===== config.mk =====
export PLATFORM = sky130hd
export DESIGN_NAME = http_response_header_parser
export DESIGN_NICKNAME = d
export VERILOG_FILES = /design/src/design/hrhp_pkg.sv /design/src/design/http_response_header_parser.sv
export SDC_FILE = /design/constraint.sdc
export NUM_CORES = 1
export LEC_CHECK = 0
export BUFFER_PORTS_ARGS = -buffer_cell sky130_fd_sc_hd__buf_4
export CAP_MARGIN = 20
export CORE_MARGIN = 2
export CORE_UTILIZATION = 40
export DETAILED_ROUTE_END_ITERATION = 8
export PLACE_DENSITY = 0.64
export SLEW_MARGIN = 0
export SYNTH_ARGS = -nofsm -noshare
export SYNTH_HDL_FRONTEND = slang
export SYNTH_SLANG_ARGS = --single-unit

===== constraint.sdc =====
create_clock -name clk -period 9.2 [get_ports clk]
set_input_delay 1.38 -clock clk [delete_from_list [all_inputs] [get_ports clk]]
set_output_delay 1.38 -clock clk [all_outputs]
set_load 0.02 [all_outputs]

===== src/design/hrhp_pkg.sv =====
// ----------------------------------------------------------------------------
// hrhp_pkg
// Request and result types, status codes and character tables for the
// HTTP response header parser.
// ----------------------------------------------------------------------------
package hrhp_pkg;

    localparam int LEN_W  = 31;
    localparam int BODY_W = 11;

    localparam logic [LEN_W-1:0] LEN_SAT       = {LEN_W{1'b1}};
    localparam logic [LEN_W-1:0] MAX_LEN_RESET = LEN_W'(1024 * 1024);

    localparam logic [2:0] ST_OK           = 3'd0;
    localparam logic [2:0] ST_SERVER_ERROR = 3'd1;
    localparam logic [2:0] ST_NOT_FOUND    = 3'd2;
    localparam logic [2:0] ST_BUSY         = 3'd3;
    localparam logic [2:0] ST_INVALID      = 3'd4;

    localparam logic [7:0] CH_NUL   = 8'h00;
    localparam logic [7:0] CH_LF    = 8'h0A;
    localparam logic [7:0] CH_CR    = 8'h0D;
    localparam logic [7:0] CH_COLON = 8'h3A;
    localparam logic [7:0] CH_PLUS  = 8'h2B;
    localparam logic [7:0] CH_MINUS = 8'h2D;
    localparam logic [7:0] CH_ZERO  = 8'h30;
    localparam logic [7:0] CH_NINE  = 8'h39;

    localparam int LINE_200_LEN = 15;
    localparam int LINE_404_LEN = 22;
    localparam int LINE_503_LEN = 32;
    localparam int NAME_LEN     = 14;

    localparam logic [8*LINE_200_LEN-1:0] LINE_200 = "http/1.1 200 ok";
    localparam logic [8*LINE_404_LEN-1:0] LINE_404 = "http/1.1 404 not found";
    localparam logic [8*LINE_503_LEN-1:0] LINE_503 = "http/1.1 503 service unavailable";
    localparam logic [8*NAME_LEN-1:0]     HDR_NAME = "content-length";

    typedef struct packed {
        logic [7:0] packet_byte;
        logic       last_byte;
    } in_t;

    typedef struct packed {
        logic [2:0]        status;
        logic [LEN_W-1:0]  content_length;
        logic [BODY_W-1:0] body_offset;
        logic [BODY_W-1:0] body_bytes_here;
    } out_t;

    function automatic logic [7:0] lower8(input logic [7:0] c);
        logic [7:0] r;
        r = c;
        if (c >= 8'h41 && c <= 8'h5A)
        begin
            r = c + 8'd32;
        end
        return r;
    endfunction

    function automatic logic is_white(input logic [7:0] c);
        return (c == 8'h20) || (c >= 8'h09 && c <= 8'h0D);
    endfunction

    function automatic logic [7:0] line200_char(input logic [4:0] idx);
        logic [7:0] r;
        r = CH_NUL;
        if (int'(idx) < LINE_200_LEN)
        begin
            r = LINE_200[8*(LINE_200_LEN-1-int'(idx)) +: 8];
        end
        return r;
    endfunction

    function automatic logic [7:0] line404_char(input logic [4:0] idx);
        logic [7:0] r;
        r = CH_NUL;
        if (int'(idx) < LINE_404_LEN)
        begin
            r = LINE_404[8*(LINE_404_LEN-1-int'(idx)) +: 8];
        end
        return r;
    endfunction

    function automatic logic [7:0] line503_char(input logic [4:0] idx);
        return LINE_503[8*(LINE_503_LEN-1-int'(idx)) +: 8];
    endfunction

    function automatic logic [7:0] name_char(input logic [3:0] idx);
        logic [7:0] r;
        r = CH_NUL;
        if (int'(idx) < NAME_LEN)
        begin
            r = HDR_NAME[8*(NAME_LEN-1-int'(idx)) +: 8];
        end
        return r;
    endfunction

endpackage


===== src/design/http_response_header_parser.sv =====
// ----------------------------------------------------------------------------
// http_response_header_parser
// Parses the first packet of an HTTP response byte by byte and reports the
// status, Content-Length, body offset and body bytes present on the last byte.
// ----------------------------------------------------------------------------
//  channel   direction  handshake              payload
//  in        sink       in_valid / in_ready    hrhp_pkg::in_t  (byte, last)
//  out       source     out_valid / out_ready  hrhp_pkg::out_t (one per packet)
//  cfg       sink       cfg_we                 cfg_wdata (max content length)
//
//  One byte per cycle while the result is not stalled; a request passes
//  through the input register and then the parse stage, which loads the
//  result register on the last byte.
//  A stalled result holds the parse stage; the input register still takes a
//  request while it is empty or moving on.
//  Reset clears all packet state; max content length returns to 1048576.
// ----------------------------------------------------------------------------
module http_response_header_parser #(
    parameter int PACKET_BYTES    = 1024,
    parameter int VALUE_CHARS_MAX = 31
) (
    input  logic                         clk,
    input  logic                         rst_n,
    input  logic                         in_valid,
    output logic                         in_ready,
    input  hrhp_pkg::in_t                in_data,
    output logic                         out_valid,
    input  logic                         out_ready,
    output hrhp_pkg::out_t               out_data,
    input  logic                         cfg_we,
    input  logic [hrhp_pkg::LEN_W-1:0]   cfg_wdata
);

    localparam int POS_W = $clog2(PACKET_BYTES + 1);
    localparam int CNT_W = $clog2(VALUE_CHARS_MAX + 2);
    localparam int ACC_W = hrhp_pkg::LEN_W + 4;

    typedef enum logic [2:0] {
        PH_NAME,
        PH_COLON,
        PH_SPACE,
        PH_DIGITS,
        PH_REST,
        PH_DONE,
        PH_FAIL
    } phase_t;

    logic                          in_vld_reg, in_vld_next;
    hrhp_pkg::in_t                 in_data_reg, in_data_next;
    logic                          out_vld_reg, out_vld_next;
    hrhp_pkg::out_t                out_data_reg, out_data_next;
    logic [hrhp_pkg::LEN_W-1:0]    max_len_reg, max_len_next;

    logic [POS_W-1:0]              pos_reg, pos_next;
    logic [2:0]                    match_reg, match_next;
    logic                          after_nl_reg, after_nl_next;
    logic [3:0]                    name_idx_reg, name_idx_next;
    phase_t                        phase_reg, phase_next;
    logic [CNT_W-1:0]              vcnt_reg, vcnt_next;
    logic [hrhp_pkg::LEN_W-1:0]    acc_reg, acc_next;
    logic                          neg_reg, neg_next;
    logic [23:0]                   recent_reg, recent_next;
    logic [1:0]                    since_reg, since_next;
    logic [2:0]                    found_reg, found_next;
    logic [POS_W-1:0]              term_end_reg  [3];
    logic [POS_W-1:0]              term_end_next [3];
    logic                          text_end_reg, text_end_next;

    logic advance;
    logic proc;

    assign advance   = !out_vld_reg || out_ready;
    assign proc      = in_vld_reg && advance;
    assign in_ready  = !in_vld_reg || advance;
    assign out_valid = out_vld_reg;
    assign out_data  = out_data_reg;

    always_comb
    begin
        logic [7:0]                 b;
        logic [7:0]                 lb;
        logic                       stop;
        logic                       do_val;
        phase_t                     v_phase;
        logic [CNT_W-1:0]           v_cnt;
        logic [ACC_W-1:0]           prod;
        logic [23:0]                t_recent;
        logic [1:0]                 t_since;
        logic [31:0]                w;
        logic [POS_W-1:0]           n;
        logic [POS_W-1:0]           e;
        logic [POS_W-1:0]           h;
        logic [hrhp_pkg::LEN_W-1:0] clen;
        logic [2:0]                 st;
        logic                       done;
        logic                       have_term;

        in_vld_next   = in_vld_reg;
        in_data_next  = in_data_reg;
        out_vld_next  = out_vld_reg;
        out_data_next = out_data_reg;
        max_len_next  = cfg_we ? cfg_wdata : max_len_reg;

        pos_next      = pos_reg;
        match_next    = match_reg;
        after_nl_next = after_nl_reg;
        name_idx_next = name_idx_reg;
        phase_next    = phase_reg;
        vcnt_next     = vcnt_reg;
        acc_next      = acc_reg;
        neg_next      = neg_reg;
        recent_next   = recent_reg;
        since_next    = since_reg;
        found_next    = found_reg;
        term_end_next = term_end_reg;
        text_end_next = text_end_reg;

        b         = in_data_reg.packet_byte;
        lb        = hrhp_pkg::lower8(b);
        stop      = 1'b0;
        do_val    = 1'b0;
        v_phase   = phase_reg;
        v_cnt     = vcnt_reg;
        prod      = '0;
        t_recent  = recent_reg;
        t_since   = since_reg;
        w         = '0;
        n         = '0;
        e         = '0;
        h         = '0;
        clen      = '0;
        st        = hrhp_pkg::ST_OK;
        done      = 1'b0;
        have_term = 1'b0;

        if (in_valid && in_ready)
        begin
            in_vld_next  = 1'b1;
            in_data_next = in_data;
        end
        else if (advance)
        begin
            in_vld_next = 1'b0;
        end

        if (advance)
        begin
            out_vld_next = 1'b0;
        end

        if (proc && pos_reg < POS_W'(PACKET_BYTES))
        begin
            if (pos_reg < POS_W'(hrhp_pkg::LINE_200_LEN)
                && lb != hrhp_pkg::line200_char(pos_reg[4:0]))
            begin
                match_next[0] = 1'b0;
            end
            if (pos_reg < POS_W'(hrhp_pkg::LINE_404_LEN)
                && lb != hrhp_pkg::line404_char(pos_reg[4:0]))
            begin
                match_next[1] = 1'b0;
            end
            if (pos_reg < POS_W'(hrhp_pkg::LINE_503_LEN)
                && lb != hrhp_pkg::line503_char(pos_reg[4:0]))
            begin
                match_next[2] = 1'b0;
            end

            if (!text_end_reg)
            begin
                if (b == hrhp_pkg::CH_NUL)
                begin
                    text_end_next = 1'b1;
                    if (phase_reg != PH_DONE && phase_reg != PH_FAIL)
                    begin
                        phase_next = PH_FAIL;
                    end
                end
                else
                begin
                    case (phase_reg)
                        PH_NAME:
                        begin
                            if (after_nl_reg)
                            begin
                                if (name_idx_reg < 4'(hrhp_pkg::NAME_LEN)
                                    && lb == hrhp_pkg::name_char(name_idx_reg))
                                begin
                                    name_idx_next = name_idx_reg + 4'd1;
                                    if (name_idx_reg == 4'(hrhp_pkg::NAME_LEN - 1))
                                    begin
                                        phase_next    = PH_COLON;
                                        after_nl_next = 1'b0;
                                        stop          = 1'b1;
                                    end
                                end
                                else
                                begin
                                    after_nl_next = 1'b0;
                                end
                            end
                            if (!stop && b == hrhp_pkg::CH_LF)
                            begin
                                after_nl_next = 1'b1;
                                name_idx_next = '0;
                            end
                        end
                        PH_COLON:
                        begin
                            if (b == hrhp_pkg::CH_COLON)
                            begin
                                phase_next = PH_SPACE;
                            end
                        end
                        PH_SPACE:
                        begin
                            if (!hrhp_pkg::is_white(b))
                            begin
                                phase_next = PH_DIGITS;
                                do_val     = 1'b1;
                                v_phase    = PH_DIGITS;
                                v_cnt      = '0;
                                t_recent   = '0;
                                t_since    = '0;
                            end
                        end
                        PH_DIGITS, PH_REST:
                        begin
                            do_val = 1'b1;
                        end
                        default:
                        begin
                        end
                    endcase

                    if (do_val)
                    begin
                        vcnt_next = v_cnt;
                        if (b == hrhp_pkg::CH_LF)
                        begin
                            phase_next = (v_cnt <= CNT_W'(VALUE_CHARS_MAX)) ? PH_DONE
                                                                             : PH_FAIL;
                        end
                        else
                        begin
                            if (v_phase == PH_DIGITS)
                            begin
                                if (b >= hrhp_pkg::CH_ZERO && b <= hrhp_pkg::CH_NINE)
                                begin
                                    prod = (ACC_W'(acc_reg) << 3) + (ACC_W'(acc_reg) << 1)
                                           + ACC_W'(b - hrhp_pkg::CH_ZERO);
                                    acc_next = (prod > ACC_W'(hrhp_pkg::LEN_SAT))
                                               ? hrhp_pkg::LEN_SAT
                                               : prod[hrhp_pkg::LEN_W-1:0];
                                end
                                else if (v_cnt == '0 && (b == hrhp_pkg::CH_PLUS
                                                         || b == hrhp_pkg::CH_MINUS))
                                begin
                                    neg_next = (b == hrhp_pkg::CH_MINUS);
                                end
                                else
                                begin
                                    phase_next = PH_REST;
                                end
                            end
                            if (v_cnt <= CNT_W'(VALUE_CHARS_MAX))
                            begin
                                vcnt_next = v_cnt + CNT_W'(1);
                            end
                        end
                    end

                    if (phase_next == PH_DIGITS || phase_next == PH_REST
                        || phase_next == PH_DONE)
                    begin
                        w = {t_recent, b};
                        if (!found_reg[0] && t_since >= 2'd1 && w[15:0] == 16'h0A0A)
                        begin
                            found_next[0]    = 1'b1;
                            term_end_next[0] = pos_reg + POS_W'(1);
                        end
                        if (!found_reg[1] && t_since >= 2'd3 && w == 32'h0A0D0A0D)
                        begin
                            found_next[1]    = 1'b1;
                            term_end_next[1] = pos_reg + POS_W'(1);
                        end
                        if (!found_reg[2] && t_since >= 2'd3 && w == 32'h0D0A0D0A)
                        begin
                            found_next[2]    = 1'b1;
                            term_end_next[2] = pos_reg + POS_W'(1);
                        end
                        recent_next = w[23:0];
                        since_next  = (t_since < 2'd3) ? t_since + 2'd1 : t_since;
                    end
                end
            end
            pos_next = pos_reg + POS_W'(1);
        end

        if (proc && in_data_reg.last_byte)
        begin
            n = pos_next;
            if (n < POS_W'(hrhp_pkg::LINE_200_LEN))
            begin
                st = hrhp_pkg::ST_SERVER_ERROR;
            end
            else if (match_next[0])
            begin
                st = hrhp_pkg::ST_OK;
            end
            else if (match_next[1] && n >= POS_W'(hrhp_pkg::LINE_404_LEN))
            begin
                st = hrhp_pkg::ST_NOT_FOUND;
            end
            else if (match_next[2] && n >= POS_W'(hrhp_pkg::LINE_503_LEN))
            begin
                st = hrhp_pkg::ST_BUSY;
            end
            else
            begin
                st = hrhp_pkg::ST_SERVER_ERROR;
            end

            out_data_next.body_offset     = '0;
            out_data_next.body_bytes_here = '0;

            if (st == hrhp_pkg::ST_OK)
            begin
                done = (phase_next == PH_DONE) && !neg_next;
                clen = done ? acc_next : '0;
                have_term = |found_next;
                if (found_next[0])
                begin
                    e = term_end_next[0];
                end
                else if (found_next[1])
                begin
                    e = term_end_next[1];
                end
                else
                begin
                    e = term_end_next[2];
                end
                h = (n >= e) ? n - e : '0;
                if (!done || clen == '0 || !have_term
                    || hrhp_pkg::LEN_W'(h) > clen || clen > max_len_reg)
                begin
                    st = hrhp_pkg::ST_INVALID;
                end
                else
                begin
                    out_data_next.body_offset     = hrhp_pkg::BODY_W'(e);
                    out_data_next.body_bytes_here = hrhp_pkg::BODY_W'(h);
                end
            end

            out_vld_next                 = 1'b1;
            out_data_next.status         = st;
            out_data_next.content_length = clen;

            pos_next         = '0;
            match_next       = 3'b111;
            after_nl_next    = 1'b0;
            name_idx_next    = '0;
            phase_next       = PH_NAME;
            vcnt_next        = '0;
            acc_next         = '0;
            neg_next         = 1'b0;
            recent_next      = '0;
            since_next       = '0;
            found_next       = '0;
            term_end_next[0] = '0;
            term_end_next[1] = '0;
            term_end_next[2] = '0;
            text_end_next    = 1'b0;
        end
    end

    always_ff @(posedge clk or negedge rst_n)
    begin
        if (!rst_n)
        begin
            in_vld_reg      <= 1'b0;
            in_data_reg     <= '0;
            out_vld_reg     <= 1'b0;
            out_data_reg    <= '0;
            max_len_reg     <= hrhp_pkg::MAX_LEN_RESET;
            pos_reg         <= '0;
            match_reg       <= 3'b111;
            after_nl_reg    <= 1'b0;
            name_idx_reg    <= '0;
            phase_reg       <= PH_NAME;
            vcnt_reg        <= '0;
            acc_reg         <= '0;
            neg_reg         <= 1'b0;
            recent_reg      <= '0;
            since_reg       <= '0;
            found_reg       <= '0;
            term_end_reg[0] <= '0;
            term_end_reg[1] <= '0;
            term_end_reg[2] <= '0;
            text_end_reg    <= 1'b0;
        end
        else
        begin
            in_vld_reg      <= in_vld_next;
            in_data_reg     <= in_data_next;
            out_vld_reg     <= out_vld_next;
            out_data_reg    <= out_data_next;
            max_len_reg     <= max_len_next;
            pos_reg         <= pos_next;
            match_reg       <= match_next;
            after_nl_reg    <= after_nl_next;
            name_idx_reg    <= name_idx_next;
            phase_reg       <= phase_next;
            vcnt_reg        <= vcnt_next;
            acc_reg         <= acc_next;
            neg_reg         <= neg_next;
            recent_reg      <= recent_next;
            since_reg       <= since_next;
            found_reg       <= found_next;
            term_end_reg    <= term_end_next;
            text_end_reg    <= text_end_next;
        end
    end

endmodule


# [Yosys cells after proc, flatten, opt, wreduce, memory -nomap -nowiden]
# Index checks and enable logic that the tools add are counted.
[totals] register_bits=221 out_inout_bits=58 word_cells=314
[op_classes] n_addsub=13 magnitude_cmp=25 eq_ne=26 shifts=4 muxes=161 reduce_logical=61
[ops] op="$mux W31" n=11
[ops] op="$shiftx A256 B9 Y8 const A" n=1
[ops] op="$mux W24" n=10
[ops] op="$shiftx A176 B9 Y8 const A" n=1
[ops] op="$mux W33" n=5
[ops] op="$shiftx A120 B9 Y8 const A" n=1
[ops] op="$shiftx A112 B8 Y8 const A" n=1
[ops] op="$mux W11" n=10
[ops] op="$mux W3" n=32
[ops] op="$mux W8" n=11
[ops] op="$mux W6" n=12
[ops] op="$eq A32 B28 Y1 const B" n=2
[ops] op="$mux W22" n=2
[ops] op="$mux W1" n=42
[ops] op="$add A34 B32 Y35" n=1
[ops] op="$add A35 B35 Y35" n=1
[ops] op="$gt A35 B31 Y1 const B" n=1
[ops] op="$eq A8 B6 Y1 const B" n=4
[ops] op="$mux W2" n=16
[ops] op="$mux W4" n=8
[ops] op="$gt A11 B31 Y1" n=1
[ops] op="$gt A31 B31 Y1" n=1
[ops] op="$logic_not A31 Y1" n=1
[ops] op="$ne A8 B8 Y1" n=3
[ops] op="53 further kinds" n=112

# [Longest topological paths before layout]
[depth] word_depth=39 mapped_depth=38 mapped_depth_nobuf=34

# [Worst setup path before layout]
# OpenSTA, ideal clock, no wires.
[synth_timing] kind="reg2reg" start="register in_data_reg[6] (netlist bit)" end="register out_data_reg, in the netlist out_data[10]" setup_ps=68 t_arrival_ps=8422 required_ps=9132 slack_ps=710 stages_incl_launch_ff=27 path_buffers=2 period_less_slack_ps=8490 cell_sequence="dfrtp_1 > ha_1 > nor3_1 > fa_1 > ha_1 > a21oi_1 > o21a_1 > o2bb2ai_1 > or3_1 > or4_1 > a41oi_2 > nand3_1 > clkbuf_1 > clkbuf_1 > o21ai_0 > nor2_1 > ha_1 > a21o_1 > a21o_1 > a21oi_1 > o21ai_0 > o21ai_0 > a21boi_0 > o21ai_0 > o21ai_0 > nor4_2 > a32o_1"
[synth_between] elab_chain_len=36 word_cells_on_any_way=156 cone_classes="add/sub (4); order compare (13); eq/ne (17); mux (89); reduce/logical (33)"
[synth_rtl] element="start, declared" line="http_response_header_parser.sv:49" text="hrhp_pkg::in_t in_data_reg, in_data_next;"
[synth_rtl] element="start signal, assigned" line="http_response_header_parser.sv:407" text="in_data_reg <= in_data_next;"
[synth_rtl] element="branches (longest 35 deep; another with $ge A8 B4 Y1)"
[synth_rtl] element="$mux W22 *" line="http_response_header_parser.sv:327" text="if (st == hrhp_pkg::ST_OK)"
[synth_rtl] element="end signal, assigned" line="http_response_header_parser.sv:409" text="out_data_reg <= out_data_next;"
[synth_rtl] element="end, declared" line="http_response_header_parser.sv:51" text="hrhp_pkg::out_t out_data_reg, out_data_next;"
# Mark *: on every way between the ends. The select of a mux whose other input is x is not followed.
# A chain may end at the register's enable or synchronous reset.

# [Worst setup path after layout]
[layout_timing] start="register in_data_reg[5] (netlist bit)" end="register out_data_reg, in the netlist out_data[2]"
# The elaborated chain is that of the path after synthesis.

==> results.tsv <==
metric	value	unit
pre-CTS WS	653.3	ps
VDD IR-drop max	0.1262	mV
Period minus WS final	8386	ps
Warnings, synthesis	0	
Total Nets Final	2212	
vias	14931	
Mapped Cells	1972	
average size of a mapped cell	8.283	um2
Max clock buf depth	3	
CP Depth	37	
Least-Margin Pin Slew	1108	ps
I/O pin cnt	103	
top cell type's share of synthesized area	33.24	%
CP top delay family	compound AO/OA/AOI/OAI gates	
GRT Util Overall	22.89	%
share of post-route cells with drive strength above 1	11.05	%
H-Tree Level Count	1	
Synth Register Bits	221	
DR iter-0 viols	1216	
dominant cell type by area after synthesis	dfrtp_1	
Hold Path Depth	2	
hold_buf cts	0	
Hold Path Class	reg2reg	
number of global-route vias before repair	14199	
drt total wl	48.52	mm
die span in x	206.1	um
core area	40550	um2
Commonest cells post-synth	245 x nand2_1, 217 x dfrtp_1, 201 x nor2_1	
crit path DAT	8810	ps
post-detail-place hpwl	36.01	mm
clock root buffer	clkbuf_16	
Post-DRT Antenna Nets	0	
Post-synth EDFFs	0	
global route overflow	0	
Initial DRT Pass Iterations	5	
Clock Sink Count	221	
FF-to-FF path depth	37	
max FFs per register	56	
RSZ-0062 raised after global routing	no	
CP Launch Type	flop	
PwrDens	181.2	nW/um2
most numerous cell in the Yosys netlist	nand2_1	
Area Overhead vs Synth	13.14	%
Clock Pin Slew Worst Setup and Hold Paths	70	ps
CTS Buf Count	25	
number of I/O port buffers	102	
GP Congestion	0.9288	
clk_lat worst skew	570	ps
Slowest-stage cell, CP	or3_1	
die area	42470	um2
CP endpoint kind	flop	
Max Freq	119.2	MHz
endpoints failing setup	0	
clock skew	35.93	ps
initial antenna violation count	0	
Final Hold Violating Endpoints	0	
vias per cell	5.794	
Setup CP Type	reg2reg	
DRC viols	0	
Rows	74	
Max Cap Violations	0	
Seq/Total Area, Yosys	33.89	%
Slew headroom	25.84	%
worst endpoint required time	9620	ps
TNS Setup	0	ps
WP buf/inv	6	
Cell Area, Synth	16330	um2
# fillers	3971	
Leak	8.786	nW
syn nets	2158	
ys async rst share	100.0	%
Top FF cell, synth	dfrtp_1	
period utilisation layout	91.16	%
status	completed	
Die Ht	206.1	um
CTS tree	yes	
largest net degree at the start of global routing	94	
Slew Viols, Final	0	
first-pass GRT wire length	78.01	mm
slowest stage delay, CP	580	ps
Pwr Total	3.349	mW
CP max FO	14	
Yosys cell types	82	
ant diodes	0	
DR WL/cell	18.83	um
Starting Density	40.28	%
top post-synthesis cells by area	dfrtp_1 33%, ha_1 8.4%, nand2_1 5.6%	
setup ws final	813.7	ps
CP most frequent cell	o21ai_0	
-- final timing paths --
kind | to | startpoint | slack (ps)
worst max-delay path | out_data[2] | in_data_reg[5] | 810
min in group asynchronous | max_len_reg[27] | rst_n | 820
worst max register to register | out_data[2] | in_data_reg[5] | 810
worst min register to register | match_reg[2] | match_reg[2] | 480
max in group asynchronous | out_data[7] | rst_n | 6990
worst min-delay path | match_reg[2] | match_reg[2] | 480
-- cell type report --
class	count	area [um2]	share of cell area [%]
multi-input cells	1536	9981	54.01
flip-flops and latches	221	5535	29.95
repair buffers	135	1021	5.525
clock buffers	33	705.7	3.819
well taps	532	665.6	3.602
inverters	107	401.6	2.173
clock inverters	13	170.2	0.9208
-- repair_timing --
action,CTS,global route
setup endpoints to repair,0,22
setup buffers,0,0
gates resized for setup,0,2
-- cell families (layout without fill, tap and decap cells) --
logic type,Yosys count,count (layout),share of synthesized area (%)
flops,221,221,33.89
compound gates,548,548,20.99
fa+ha+maj,141,141,12.23
xor+xnor,83,83,4.450
simple gates,725,725,20.75
mux,39,39,2.489
buf+inv,215,288,5.209
-- stage by stage --
stage                     area, um2  hold WS [ps]  cells  utilization (%)
after floorplan               16330         446.7   1972                -
after global placement        17600         467.8   2531            43.40
after detailed placement      17600         472.9   2531            43.40
after CTS                     18480         487.5   2577            45.56
after global routing          18480         495.4   2577            45.57
final                         18480         484.9   2577            45.57
-- placed cells by master (no fill, tap or decap), drive strengths merged, types with 13 or more instances in the layout --
master,Yosys,layout
and2,13,13
o31ai,13,13
o21ai,176,176
clkbuf,85,33
a21o,34,34
nor4,17,17
a211oi,17,17
xnor2,47,47
nand2b,18,18
nand4,32,32
mux2,13,13
or2,15,15
buf,23,135
inv,106,108
nand2,245,245
nand3,58,58
nor3,46,46
dfrtp,217,217
o211ai,17,17
xor2,36,36
and3,20,20
fa,31,31
a31oi,16,16
nor2b,14,14
ha,110,110
mux2i,26,26
nor2,201,201
a21oi,147,147
a22o,24,24
o22ai,13,13
-- worst reg2reg max path: cells and delay by family (launching register included) --
| kind | cells | cell delay (ps) |
|---|---|---|
| adder cells (fa/ha/maj) | 3 | 930 |
| AO/OA/AOI/OAI | 19 | 3730 |
| buffers and inverters | 6 | 1030 |
| AND/OR/NAND/NOR | 9 | 2030 |
| flip-flops | 1 | 530 |
-- power by group --
part | switching [mW] | internal (mW) | total, mW
combinational | 0.727 | 0.464 | 1.19
sequential | 0.0787 | 1.01 | 1.09
clock | 0.439 | 0.629 | 1.07
-- metal layers --
| metal | GRT usage (%) | up-vias | share of wire, % |
|---|---|---|---|
| li1 | - | 7083 | - |
| met1 | 33.89 | 7263 | 47 |
| met2 | 35.20 | 505 | 44 |
| met3 | 3.091 | 80 | 6.6 |
| met4 | 5.612 | 0 | 2.2 |
| met5 | 0 | - | 0 |
No activity file was read; power rests on OpenSTA's default activity.
